## src/rtl/core/multi_pattern_byte_matcher_top_defines.svh

```systemverilog
// Assertion macros for the matcher; clk and rst_n are taken from the using module.
`ifndef MULTI_PATTERN_BYTE_MATCHER_TOP_DEFINES_SVH
`define MULTI_PATTERN_BYTE_MATCHER_TOP_DEFINES_SVH

`ifndef SYNTHESIS
`define MPBM_ASSERT_ALWAYS(lbl, cond, msg) \
    lbl: assert property (@(posedge clk) disable iff (!rst_n) (cond)) else $error(msg);
`define MPBM_ASSERT_IMPLY(lbl, ante, cons, msg) \
    lbl: assert property (@(posedge clk) disable iff (!rst_n) (ante) |-> (cons)) else $error(msg);
`define MPBM_ASSERT_NEXT(lbl, ante, cons, msg) \
    lbl: assert property (@(posedge clk) disable iff (!rst_n) (ante) |=> (cons)) else $error(msg);
`else
`define MPBM_ASSERT_ALWAYS(lbl, cond, msg)
`define MPBM_ASSERT_IMPLY(lbl, ante, cons, msg)
`define MPBM_ASSERT_NEXT(lbl, ante, cons, msg)
`endif

`endif

```

## src/rtl/core/mpbm_pkg.sv

```systemverilog
package mpbm_pkg;

    localparam int STATE_COUNT_DEF           = 1024;
    localparam int PATTERN_COUNT_DEF         = 1024;
    localparam int REPORT_ENTRIES_DEF        = 4096;
    localparam int MAX_REPORTS_PER_STATE_DEF = 16;

    localparam int BYTE_VALUES = 256;
    localparam int MODE_W      = 3;
    localparam int BYTE_W      = 8;
    localparam int ADDR_W      = 18;
    localparam int VALUE_W     = 32;
    localparam int STATE_W     = 10;
    localparam int PAT_W       = 10;
    localparam int LEN_W       = 16;
    localparam int RSV_W       = 13;
    localparam int FRS_W       = 11;
    localparam int ADDR_SPAN   = 262144;

    localparam logic [FRS_W-1:0]   FRS_RESET  = 11'd1024;
    localparam logic [VALUE_W-1:0] OFFSET_MAX = 32'hFFFF_FFFF;

    typedef enum logic [MODE_W-1:0] {
        MODE_SCAN      = 3'd0,
        MODE_WR_NEXT   = 3'd1,
        MODE_WR_START  = 3'd2,
        MODE_WR_INDEX  = 3'd3,
        MODE_WR_LENGTH = 3'd4,
        MODE_RESTART   = 3'd5
    } mode_t;

    typedef enum logic [7:0] {
        ST_IDLE  = 8'b0000_0001,
        ST_STEP  = 8'b0000_0010,
        ST_START = 8'b0000_0100,
        ST_LIST  = 8'b0000_1000,
        ST_ENTRY = 8'b0001_0000,
        ST_PAT   = 8'b0010_0000,
        ST_EMIT  = 8'b0100_0000,
        ST_FLUSH = 8'b1000_0000
    } ctl_state_t;

    typedef struct packed {
        logic accept;       // input beat taken this cycle
        logic step;         // commit next state and offset
        logic start_read;   // read list bounds
        logic list_init;    // load list walk registers
        logic idx_read;     // read report entry
        logic len_read;     // read pattern length
        logic advance;      // next list entry
        logic hold_load;    // park current candidate
        logic hold_drop;    // empty the parking register
        logic out_load;     // parked candidate to output
        logic out_last;     // ... flagged last of run
    } cmd_t;

    typedef struct packed {
        logic is_scan;
        logic reports;
        logic entry_ok;
        logic skip;
        logic hold_valid;
        logic out_free;
    } stat_t;

endpackage

```

## src/rtl/core/mpbm_ctrl.sv

```systemverilog
module mpbm_ctrl (
    input  logic            clk,
    input  logic            rst_n,
    input  logic            in_valid,
    output logic            in_ready,
    input  mpbm_pkg::stat_t stat,
    output mpbm_pkg::cmd_t  cmd
);
    import mpbm_pkg::*;

    ctl_state_t state_reg, state_next;

    always_comb
    begin
        cmd        = '0;
        in_ready   = 1'b0;
        state_next = state_reg;
        unique case (state_reg)
            ST_IDLE:
            begin
                in_ready   = 1'b1;
                cmd.accept = in_valid;
                if (in_valid && stat.is_scan)
                    state_next = ST_STEP;
            end
            ST_STEP:
            begin
                cmd.step   = 1'b1;
                state_next = ST_START;
            end
            ST_START:
            begin
                if (stat.reports)
                begin
                    cmd.start_read = 1'b1;
                    state_next     = ST_LIST;
                end
                else
                    state_next = ST_IDLE;
            end
            ST_LIST:
            begin
                cmd.list_init = 1'b1;
                state_next    = ST_ENTRY;
            end
            ST_ENTRY:
            begin
                if (stat.entry_ok)
                begin
                    cmd.idx_read = 1'b1;
                    state_next   = ST_PAT;
                end
                else
                    state_next = ST_FLUSH;
            end
            ST_PAT:
            begin
                cmd.len_read = 1'b1;
                state_next   = ST_EMIT;
            end
            ST_EMIT:
            begin
                priority if (stat.skip)
                begin
                    cmd.advance = 1'b1;
                    state_next  = ST_ENTRY;
                end
                else if (!stat.hold_valid)
                begin
                    cmd.hold_load = 1'b1;
                    cmd.advance   = 1'b1;
                    state_next    = ST_ENTRY;
                end
                else if (stat.out_free)
                begin
                    cmd.out_load  = 1'b1;
                    cmd.hold_load = 1'b1;
                    cmd.advance   = 1'b1;
                    state_next    = ST_ENTRY;
                end
            end
            ST_FLUSH:
            begin
                priority if (!stat.hold_valid)
                    state_next = ST_IDLE;
                else if (stat.out_free)
                begin
                    cmd.out_load  = 1'b1;
                    cmd.out_last  = 1'b1;
                    cmd.hold_drop = 1'b1;
                    state_next    = ST_IDLE;
                end
            end
            default:
                state_next = ST_IDLE;
        endcase
    end

    always_ff @(posedge clk or negedge rst_n)
    begin
        if (!rst_n)
            state_reg <= ST_IDLE;
        else
            state_reg <= state_next;
    end

endmodule

```

## config.mk

```make
export PLATFORM = sky130hd
export DESIGN_NAME = mpbm_ctrl
export DESIGN_NICKNAME = d
export VERILOG_FILES = /design/src/rtl/core/multi_pattern_byte_matcher_top_defines.svh /design/src/rtl/core/mpbm_pkg.sv /design/src/rtl/core/mpbm_ctrl.sv
export SDC_FILE = /design/constraint.sdc
export NUM_CORES = 1
export LEC_CHECK = 0
export BUFFER_PORTS_ARGS = -buffer_cell sky130_fd_sc_hd__buf_4
export CAP_MARGIN = 20
export CORE_AREA = 2 2 39 41
export DETAILED_ROUTE_END_ITERATION = 7
export DIE_AREA = 0 0 41 43
export PLACE_DENSITY = 0.86
export SYNTH_ARGS = -nofsm -noshare
export SYNTH_HDL_FRONTEND = slang
export SYNTH_SLANG_ARGS = --single-unit
export TNS_END_PERCENT = 50
```

## constraint.sdc

```tcl
create_clock -name clk -period 2.7 [get_ports clk]
set_clock_uncertainty 0.15 [all_clocks]
set_input_delay 0 -clock clk [delete_from_list [all_inputs] [get_ports clk]]
set_output_delay 0 -clock clk [all_outputs]
set_load 0.005 [all_outputs]
```

* Word-level counts from Yosys, hierarchy flattened
Index checks and enable logic that the tools add are counted.
W data, S select, Z words.
** Word-level totals
- Register bits after elaboration :: 8
- Latch bits :: 0
- Bits in writable memories :: 0
- Bits in read-only memories :: 0
- Word-level logic and storage cells :: 45
- Memories :: 0
** Cells by class
- Add/subtract/negate cells :: 0
- Multipliers :: 0
- Divide/modulo/power cells :: 0
- $lt $le $gt $ge :: 0
- Equality and inequality tests :: 11
- Shift-type cells :: 0
- Muxes and demuxes :: 31
- Bitwise logic cells :: 0
- Reduce and logical (&&, ||, !) cells :: 2
** Operators with widths (count)
- $pmux W8 S8 :: 1
- $mux W8 :: 7
- $mux W1 :: 16
- $eq A8 B1 Y1 const B :: 1
- $eq A8 B2 Y1 const B :: 1
- $eq A8 B3 Y1 const B :: 1
- $eq A8 B4 Y1 const B :: 1
- $eq A8 B5 Y1 const B :: 1
- $eq A8 B6 Y1 const B :: 1
- $eq A8 B7 Y1 const B :: 1
- $eq A8 B8 Y1 const B :: 1
- $mux W2 :: 3
- $mux W3 :: 2
- $mux W4 :: 1
- $ne A4 B4 Y1 const B :: 1
- $ne A3 B3 Y1 const B :: 1
- $reduce_and A3 Y1 :: 1
- $ne A2 B2 Y1 const B :: 1
- $pmux W1 S2 :: 1
- $logic_and A1 B1 Y1 :: 1

* Logic depth before layout (Yosys ltp)
Gate-level depths: netlist of the first run.
- Depth after elaboration :: 4
- Gate-level depth with buffers :: 5
- Gate-level depth less buffers :: 4

* Worst setup path after synthesis of the first run
Ideal clock, no wire load.
- Path kind :: flip-flop to flip-flop
- Start :: register state_reg[7]
- End :: register state_reg[1]
- Arrival :: 1243 ps
- Data required time :: 2483 ps
- Setup slack :: 1241 ps
- Cell stages (with the launch flop) :: 6
- Path buffers :: 1
- Cell sequence :: dfrtp_1 buf_6 nor4_4 nand2_2 nor3_2 and3_1
** Between the ends
- Word-level cells in the longest chain between the ends :: 3
- Elaborated cells between the ends (all ways) :: 13
** RTL lines
- start: declaration :: RTL line mpbm_ctrl.sv:11 : ctl_state_t state_reg, state_next;
- start signal: assignment :: RTL line mpbm_ctrl.sv:104 : state_reg <= state_next;
- $eq A8 B7 Y1, or another cell as far along :: RTL line mpbm_ctrl.sv:18 : unique case (state_reg)
- $ne A4 B4 Y1 (no line), or another cell as far along
- $reduce_and A3 Y1 (no line)
Several ways; a longest one is shown, not always the timed one.
A chain may end at the register's enable or synchronous reset.

* Worst setup path in the final report of the first run
Same ends and word-level chain as after synthesis.

==> qor.yml, run 1 <==
rsz0062_at_grt: "false"
worstRegToRegCells: 5
track_usage_pct: 19.9
reg2reg_to: "state_reg[1]$_DFFE_PN0P_"
antenna_cells: 0
cts_resized: 0
p_leak_nw: 0.412
setup_tns_ps: 0
initialDrtViolationCount: 14
gr-total-overflow: 0
yosys-top-cells-area: "dfrtp_1, nor2_1, nor3b_1"
ys_ff_latch: 8
critPathMaxFanout: 9
post_cts_buffers: 0
numPortBuffers: 20
end_kind: "flop"
drc: 0
placedCellCount: 101
die_w_um: 41
yosys.area.top_type_share_pct: 28.5
cts_tree: "yes"
grt_max_degree: 10
hold_viol: 0
r2r-start: "state_reg[7]$_DFFE_PN0P_"
ant_nets: 0
setup_violations: 0
fin_crit_ps: 2140
finalMaxSlewViolations: 0
clock_latency_ps: 260
core_region_area_sq_mm: 0.00138
cts_hold_buffers: 8
wl_per_cell_um: 13.3
clk_pin_slew_ps: 60
start_kind: "flop"
layout.cells.non_filler: 113
largest_reg_flops: 8
die_y_um: 43
antenna_found_initial: 0
slew_headroom_pct: 76.5
syn_avg_cell_area_sq_um: 8.78
finalCritPeriodShare_pct: 79.4
grt_first_pass_wirelength_um: 2440
crit_type: "flop to flop"
num_rows: 14
worstMarginPinSlew_ps: 352
syn_nets: 79
syn2layout_area_growth_pct: 38.5
io_pins: 21
ys_seq_area_share_pct: 32.8
status: "completed"
synth.largest_area_cell: "dfrtp_1"
synth_cell_types: 34
drive_gt1_share_pct: 32.0
wl_um: 1500
cts_sinks: 8
grt_pass1_vias: 580
dieArea_sq_mm: 0.00176
dp.final_hpwl_um: 975
maxCapViolCount: 0
drt_pass1_iterations: 4
clock.fmax_mhz: 467
num_vias: 626
power.density_mw_per_mm2: 524
clk_path_buf_depth: 2
arrival_ps: 2190
ir_worst_vdd_v: 0.000208
required_ps: 2750
yosys_warnings: 0
netlist_instances: 70
reg2reg_slack_ps: 560
place_congestion: 0.804
start_util_pct: 44.4
cts-buffers-inserted: 3
synthesis.area_sq_um: 614
via_per_inst: 5.54
cts_max_level: 1
nets: 107
hp-class: "input port to asynchronous set/reset pin"
cts.root.buffer_cell: "clkbuf_4"
layout by cell type, fill, tap and decap left out, drive strengths merged:
master,Yosys,routed
nor3b,5,5
nor3,2,2
xor2,2,2
and2,1,1
nand4,1,1
or4,1,1
o2bb2ai,1,1
o41ai,1,1
nand2,6,6
nor2b,1,1
dfstp,1,1
dfrtp,7,7
a21oi,1,1
o221ai,1,1
nor2,13,13
clkbuf,0,4
inv,3,3
nor4,2,2
xnor2,1,1
buf,5,20
o31ai,2,2
o21ai,2,2
or2,1,1
and3,1,1
dlygate4sd3,0,8
nand2b,2,2
o211ai,2,2
nand4b,4,4
a21o,1,1
layer usage:
metal  track usage, %  up-vias  part of all wire [%]
met5                0        -                     0
met4             9.33        0                   1.7
met3             3.66        5                   3.7
met2             30.0       18                    51
met1             26.4      300                    44
li1                 -      303                     -
layout make-up:
cell class | count | area [sq um]
clock buffers | 4 | 26.3
repair buffers | 28 | 230
inverters | 3 | 11.3
flip-flops and latches | 8 | 201
fillers | 116 | 533
well taps | 16 | 20.0
multi-input cells | 54 | 362
worst max-delay path, cell delays in order, from the launching register on:
cell	delay [ps]
dfrtp_1	500
nor4_4	420
nand2_2	130
nor3_2	170
and3_1	180
dlygate4sd3_1	540
per-stage QoR:
stage	area (sq um)	hold slack, ps	setup WS (ps)	utilization (%)	total power [mW]
global placement	744	-327	1140	53.8	0.331
floorplan	614	-446	1240	-	0.276
CTS	851	41.7	593	61.5	0.446
detailed placement	744	-326	1130	53.8	0.336
finish	851	66.2	557	61.5	0.446
global route	851	95.7	401	61.5	0.477
synth_stat cells:
master	count
o211ai_1	2
nor3_1	1
or2_2	1
xnor2_1	1
nor2_1	11
nor4_2	1
dfstp_2	1
xor2_1	2
nor2_2	1
inv_1	3
nand4_1	1
nor2_4	1
nand2_1	5
dfrtp_1	7
o2bb2ai_1	1
o221ai_1	1
buf_4	1
or4_1	1
nand2_2	1
o41ai_1	1
nor4_4	1
o31ai_1	2
nor3b_1	5
nor2b_1	1
buf_6	2
nand4b_1	4
and2_1	1
nor3_2	1
a21oi_1	1
buf_2	2
o21ai_0	2
nand2b_1	2
and3_1	1
a21o_1	1
cell families (layout without fill, tap and decap cells):
logic type,after synthesis,count (layout),share of synthesized area [%]
simple gates,40,40,41.8
compound gates,11,11,12.8
flops,8,8,32.8
buf+inv,8,35,8.35
xor+xnor,3,3,4.28
power breakdown:
| part | leakage [nW] | internal (mW) | switching, mW |
|---|---|---|---|
| sequential | 0.108 | 0.138 | 0.0317 |
| combinational | 0.289 | 0.0966 | 0.0790 |
| clock | 0.0150 | 0.0567 | 0.0433 |
| total | 0.412 | 0.292 | 0.154 |
how the worst max path moves through the flow:
| stage | slack, ps | end | startpoint | cells past startpoint |
|---|---|---|---|---|
| finish | 560 | state_reg[1]$_DFFE_PN0P_ | state_reg[7]$_DFFE_PN0P_ | 5 |
| global route | 400 | state_reg[1]$_DFFE_PN0P_ | state_reg[7]$_DFFE_PN0P_ | 5 |
| CTS | 590 | state_reg[1]$_DFFE_PN0P_ | state_reg[7]$_DFFE_PN0P_ | 5 |
| detailed placement | 1130 | cmd[10] | state_reg[7]$_DFFE_PN0P_ | 5 |
| global placement | 1140 | state_reg[0]$_DFFE_PN1P_ | state_reg[7]$_DFFE_PN0P_ | 4 |
| floorplan | 1240 | state_reg[1]$_DFFE_PN0P_ | state_reg[7]$_DFFE_PN0P_ | 5 |
Note: power is estimated with default switching activity, not from simulation.
==> run 2, diff against run 1 <==
--- a/config.mk
+++ b/config.mk
@@ -7,10 +7,10 @@
 export LEC_CHECK = 0
 export BUFFER_PORTS_ARGS = -buffer_cell sky130_fd_sc_hd__buf_4
 export CAP_MARGIN = 20
-export CORE_AREA = 2 2 39 41
+export CORE_MARGIN = 2
+export CORE_UTILIZATION = 47
 export DETAILED_ROUTE_END_ITERATION = 7
-export DIE_AREA = 0 0 41 43
-export PLACE_DENSITY = 0.86
+export PLACE_DENSITY = 0.88
 export SYNTH_ARGS = -nofsm -noshare
 export SYNTH_HDL_FRONTEND = slang
 export SYNTH_SLANG_ARGS = --single-unit
==> constraint.sdc (replaced) <==
create_clock -name clk -period 2.2 [get_ports clk]
set_clock_uncertainty 0.15 [all_clocks]
set_input_delay 0 -clock clk [delete_from_list [all_inputs] [get_ports clk]]
set_output_delay 0 -clock clk [all_outputs]
set_load 0.005 [all_outputs]
==> run 2 against run 1 <==
Net effect:
- flip-flop and latch count unchanged
- global-route usage rose by 0.55 points
- critical path depth unchanged
- largest power group unchanged
- routed wire length down 1.3%
- cell area is 2.9% higher
- count of clock-buffer cells in the layout is the same
- hold slack lost 51 ps
==> qor.yml, run 2 (synthesis gave the netlist of run 1 again) <==
switching_share_pct: 35.5  # was 34.6%
start_util_pct: 49.1  # was 44.4%
power_switching_mw: 0.207  # was 0.154 mW
start_kind: "flop"  # unchanged
top_usage_layer: "met2"  # unchanged
power.internal_mw: 0.378  # was 0.292 mW
grt_max_degree: 10  # unchanged
mostFrequentLayoutCells: "buf_4, nor2_1, dlygate4sd3_1"  # unchanged
core_region_area_sq_mm: 0.00125  # was 0.00138 sq mm
final_common_cell: "buf_4"  # unchanged
power.density_mw_per_mm2: 668  # was 524 mW/mm^2
hp-class: "input port to flop"  # was input port to asynchronous set/reset pin
finalCritPeriodShare_pct: 97.3  # was 79.4%
slew_headroom_pct: 75.8  # was 76.5%
arrival_ps: 2180  # was 2190 ps
drive_gt1_share_pct: 35.7  # was 32.0%
cp_cell_sequence: "nor4_4 -> nand2_2 -> nor3_4 -> and3_1 -> dlygate4sd3_1"  # was nor4_4 -> nand2_2 -> nor3_2 -> and3_1 -> dlygate4sd3_1
num_rows: 13  # was 14
gr-total-overflow: 0  # unchanged
end_kind: "flop"  # unchanged
use_met3_pct: 2.78  # was 3.66%
cts_sinks: 8  # unchanged
dieArea_sq_mm: 0.00161  # was 0.00176 sq mm
antenna_found_initial: 0  # unchanged
worst-path-buf-inv: 1  # unchanged
syn2layout_area_growth_pct: 42.6  # was 38.5%
setup_ws_ps: 58.3  # was 557 ps
p_leak_nw: 0.415  # was 0.412 nW
setup_violations: 0  # unchanged
wl_um: 1490  # was 1500 um
min-delay-start: "stat[1]"
place_congestion: 0.841  # was 0.804
r2r-start: "state_reg[3]$_DFFE_PN0P_"  # was state_reg[7]$_DFFE_PN0P_
clk_path_buf_depth: 2  # unchanged
use_met2_pct: 34.7  # was 30.0%
crit_type: "flop to flop"  # unchanged
antenna_cells: 0  # unchanged
pre_cts_ws_ps: 582  # was 1130 ps
fin_crit_ps: 2140  # about the same
slowest_stage: "dlygate4sd3_1"  # unchanged
hold_viol: 0  # unchanged
ir_worst_vdd_v: 0.000704  # was 0.000208 V
power.total_mw: 0.585  # was 0.446 mW
clock_latency_ps: 260  # about the same
maxCapViolCount: 0  # unchanged
crit_family: "simple AND/OR/NAND/NOR gates"  # unchanged
crit_path_max_incr_delay_ps: 560  # was 540 ps
via_per_inst: 5.53  # was 5.54
die_y_um: 40.2  # was 43 um
grt_pass1_vias: 492  # was 580
seq_power_share_pct: 36.6  # was 38.2%
wl_per_cell_um: 13.1  # was 13.3 um
numPortBuffers: 20  # unchanged
ant_nets: 0  # unchanged
clk_pin_slew_ps: 70  # was 60 ps
cts_tree: "yes"  # unchanged
required_ps: 2240  # was 2750 ps
pwr-share-clk_pct: 22.3  # was 22.4%
cts.root.buffer_cell: "clkbuf_4"  # unchanged
drt_pass1_iterations: 4  # unchanged
initialDrtViolationCount: 13  # was 14
fill_cells: 94  # was 116
num_vias: 625  # was 626
drc: 0  # unchanged
nets: 108  # was 107
startpoint: "state_reg[3]$_DFFE_PN0P_"  # was state_reg[7]$_DFFE_PN0P_
worstMarginPinSlew_ps: 363  # was 352 ps
share_comb_of_total_power_pct: 41.1  # was 39.4%
clock.fmax_mhz: 467  # about the same
status: "completed"  # unchanged
die_w_um: 40.2  # was 41 um
critPathMaxFanout: 8  # was 9
finalMaxSlewViolations: 0  # unchanged
cts-buffers-inserted: 3  # unchanged
grtUsageMet1_pct: 27.4  # was 26.4%
io_pins: 21  # unchanged
cts_max_level: 1  # unchanged
largest_reg_flops: 8  # unchanged
track_usage_pct: 20.5  # was 19.9%
dp.final_hpwl_um: 1060  # was 975 um
grt_first_pass_wirelength_um: 2250  # was 2440 um
==> run 2: area by class of cell <==
cell class / count / area, sq um / share of cell area (%)
Inverter: 3 / 11.3 / 1.29
Sequential cell: 8 / 205 / 23.4
Tap cell: 15 / 18.8 / 2.14
Clock buffer: 4 / 26.3 / 3.00
Multi-Input combinational cell: 54 / 377 / 43.0
Timing Repair Buffer: 29 / 238 / 27.1
==> run 2: path summary, 6_finish.rpt <==
path,end,slack (ps),cells after the start
max reg2reg,state_reg[1]$_DFFE_PN0P_,60,5
min,state_reg[0]$_DFFE_PN1P_,20,4
min in group asynchronous,state_reg[0]$_DFFE_PN1P_,80,2
max,state_reg[1]$_DFFE_PN0P_,60,5
max in group asynchronous,state_reg[6]$_DFFE_PN0P_,1030,3
min reg2reg,state_reg[2]$_DFFE_PN0P_,510,1
==> run 2: timing repair <==
item | CTS | global route
endpoints found under the setup margin | 0 | 2
hold buffers | 8 | 0
hold endpoints to repair | 14 | 0
buffers inserted | 0 | 1
resized for setup | 0 | 5
==> run 2: worst register-to-register path: cells and delay by family (launching register included) <==
kind / cells / cell delay, ps
simple gates: 4 / 870
buf+inv: 1 / 560
flops: 1 / 480
==> run 2: power by group through the flow <==
stage | Combinational [mW] | Clock [mW] | Sequential, mW
floorplan | 0.145 | 0 | 0.194
global placement | 0.198 | 0 | 0.208
detailed placement | 0.201 | 0 | 0.209
CTS | 0.214 | 0.127 | 0.207
global route | 0.266 | 0.134 | 0.219
finish | 0.240 | 0.131 | 0.214
==> run 2: metal layers <==
layer | vias to the layer above | wire [um]
li1 | 308 | -
met1 | 290 | 620
met4 | 0 | 7
met2 | 25 | 774
met5 | - | 0
met3 | 2 | 83
==> run 2: stage by stage <==
| stage | cell area [sq um] | instances | setup TNS (ps) | hold WS (ps) | util, % |
|---|---|---|---|---|---|
| after floorplan | 614 | 70 | 0 | -446 | - |
| after global placement | 743 | 100 | 0 | -326 | 59.3 |
| after detailed placement | 743 | 100 | 0 | -323 | 59.3 |
| after CTS | 850 | 112 | 0 | 21.0 | 67.8 |
| after global routing | 876 | 113 | -46.4 | 84.9 | 69.9 |
| final | 876 | 113 | 0 | 15.2 | 69.9 |
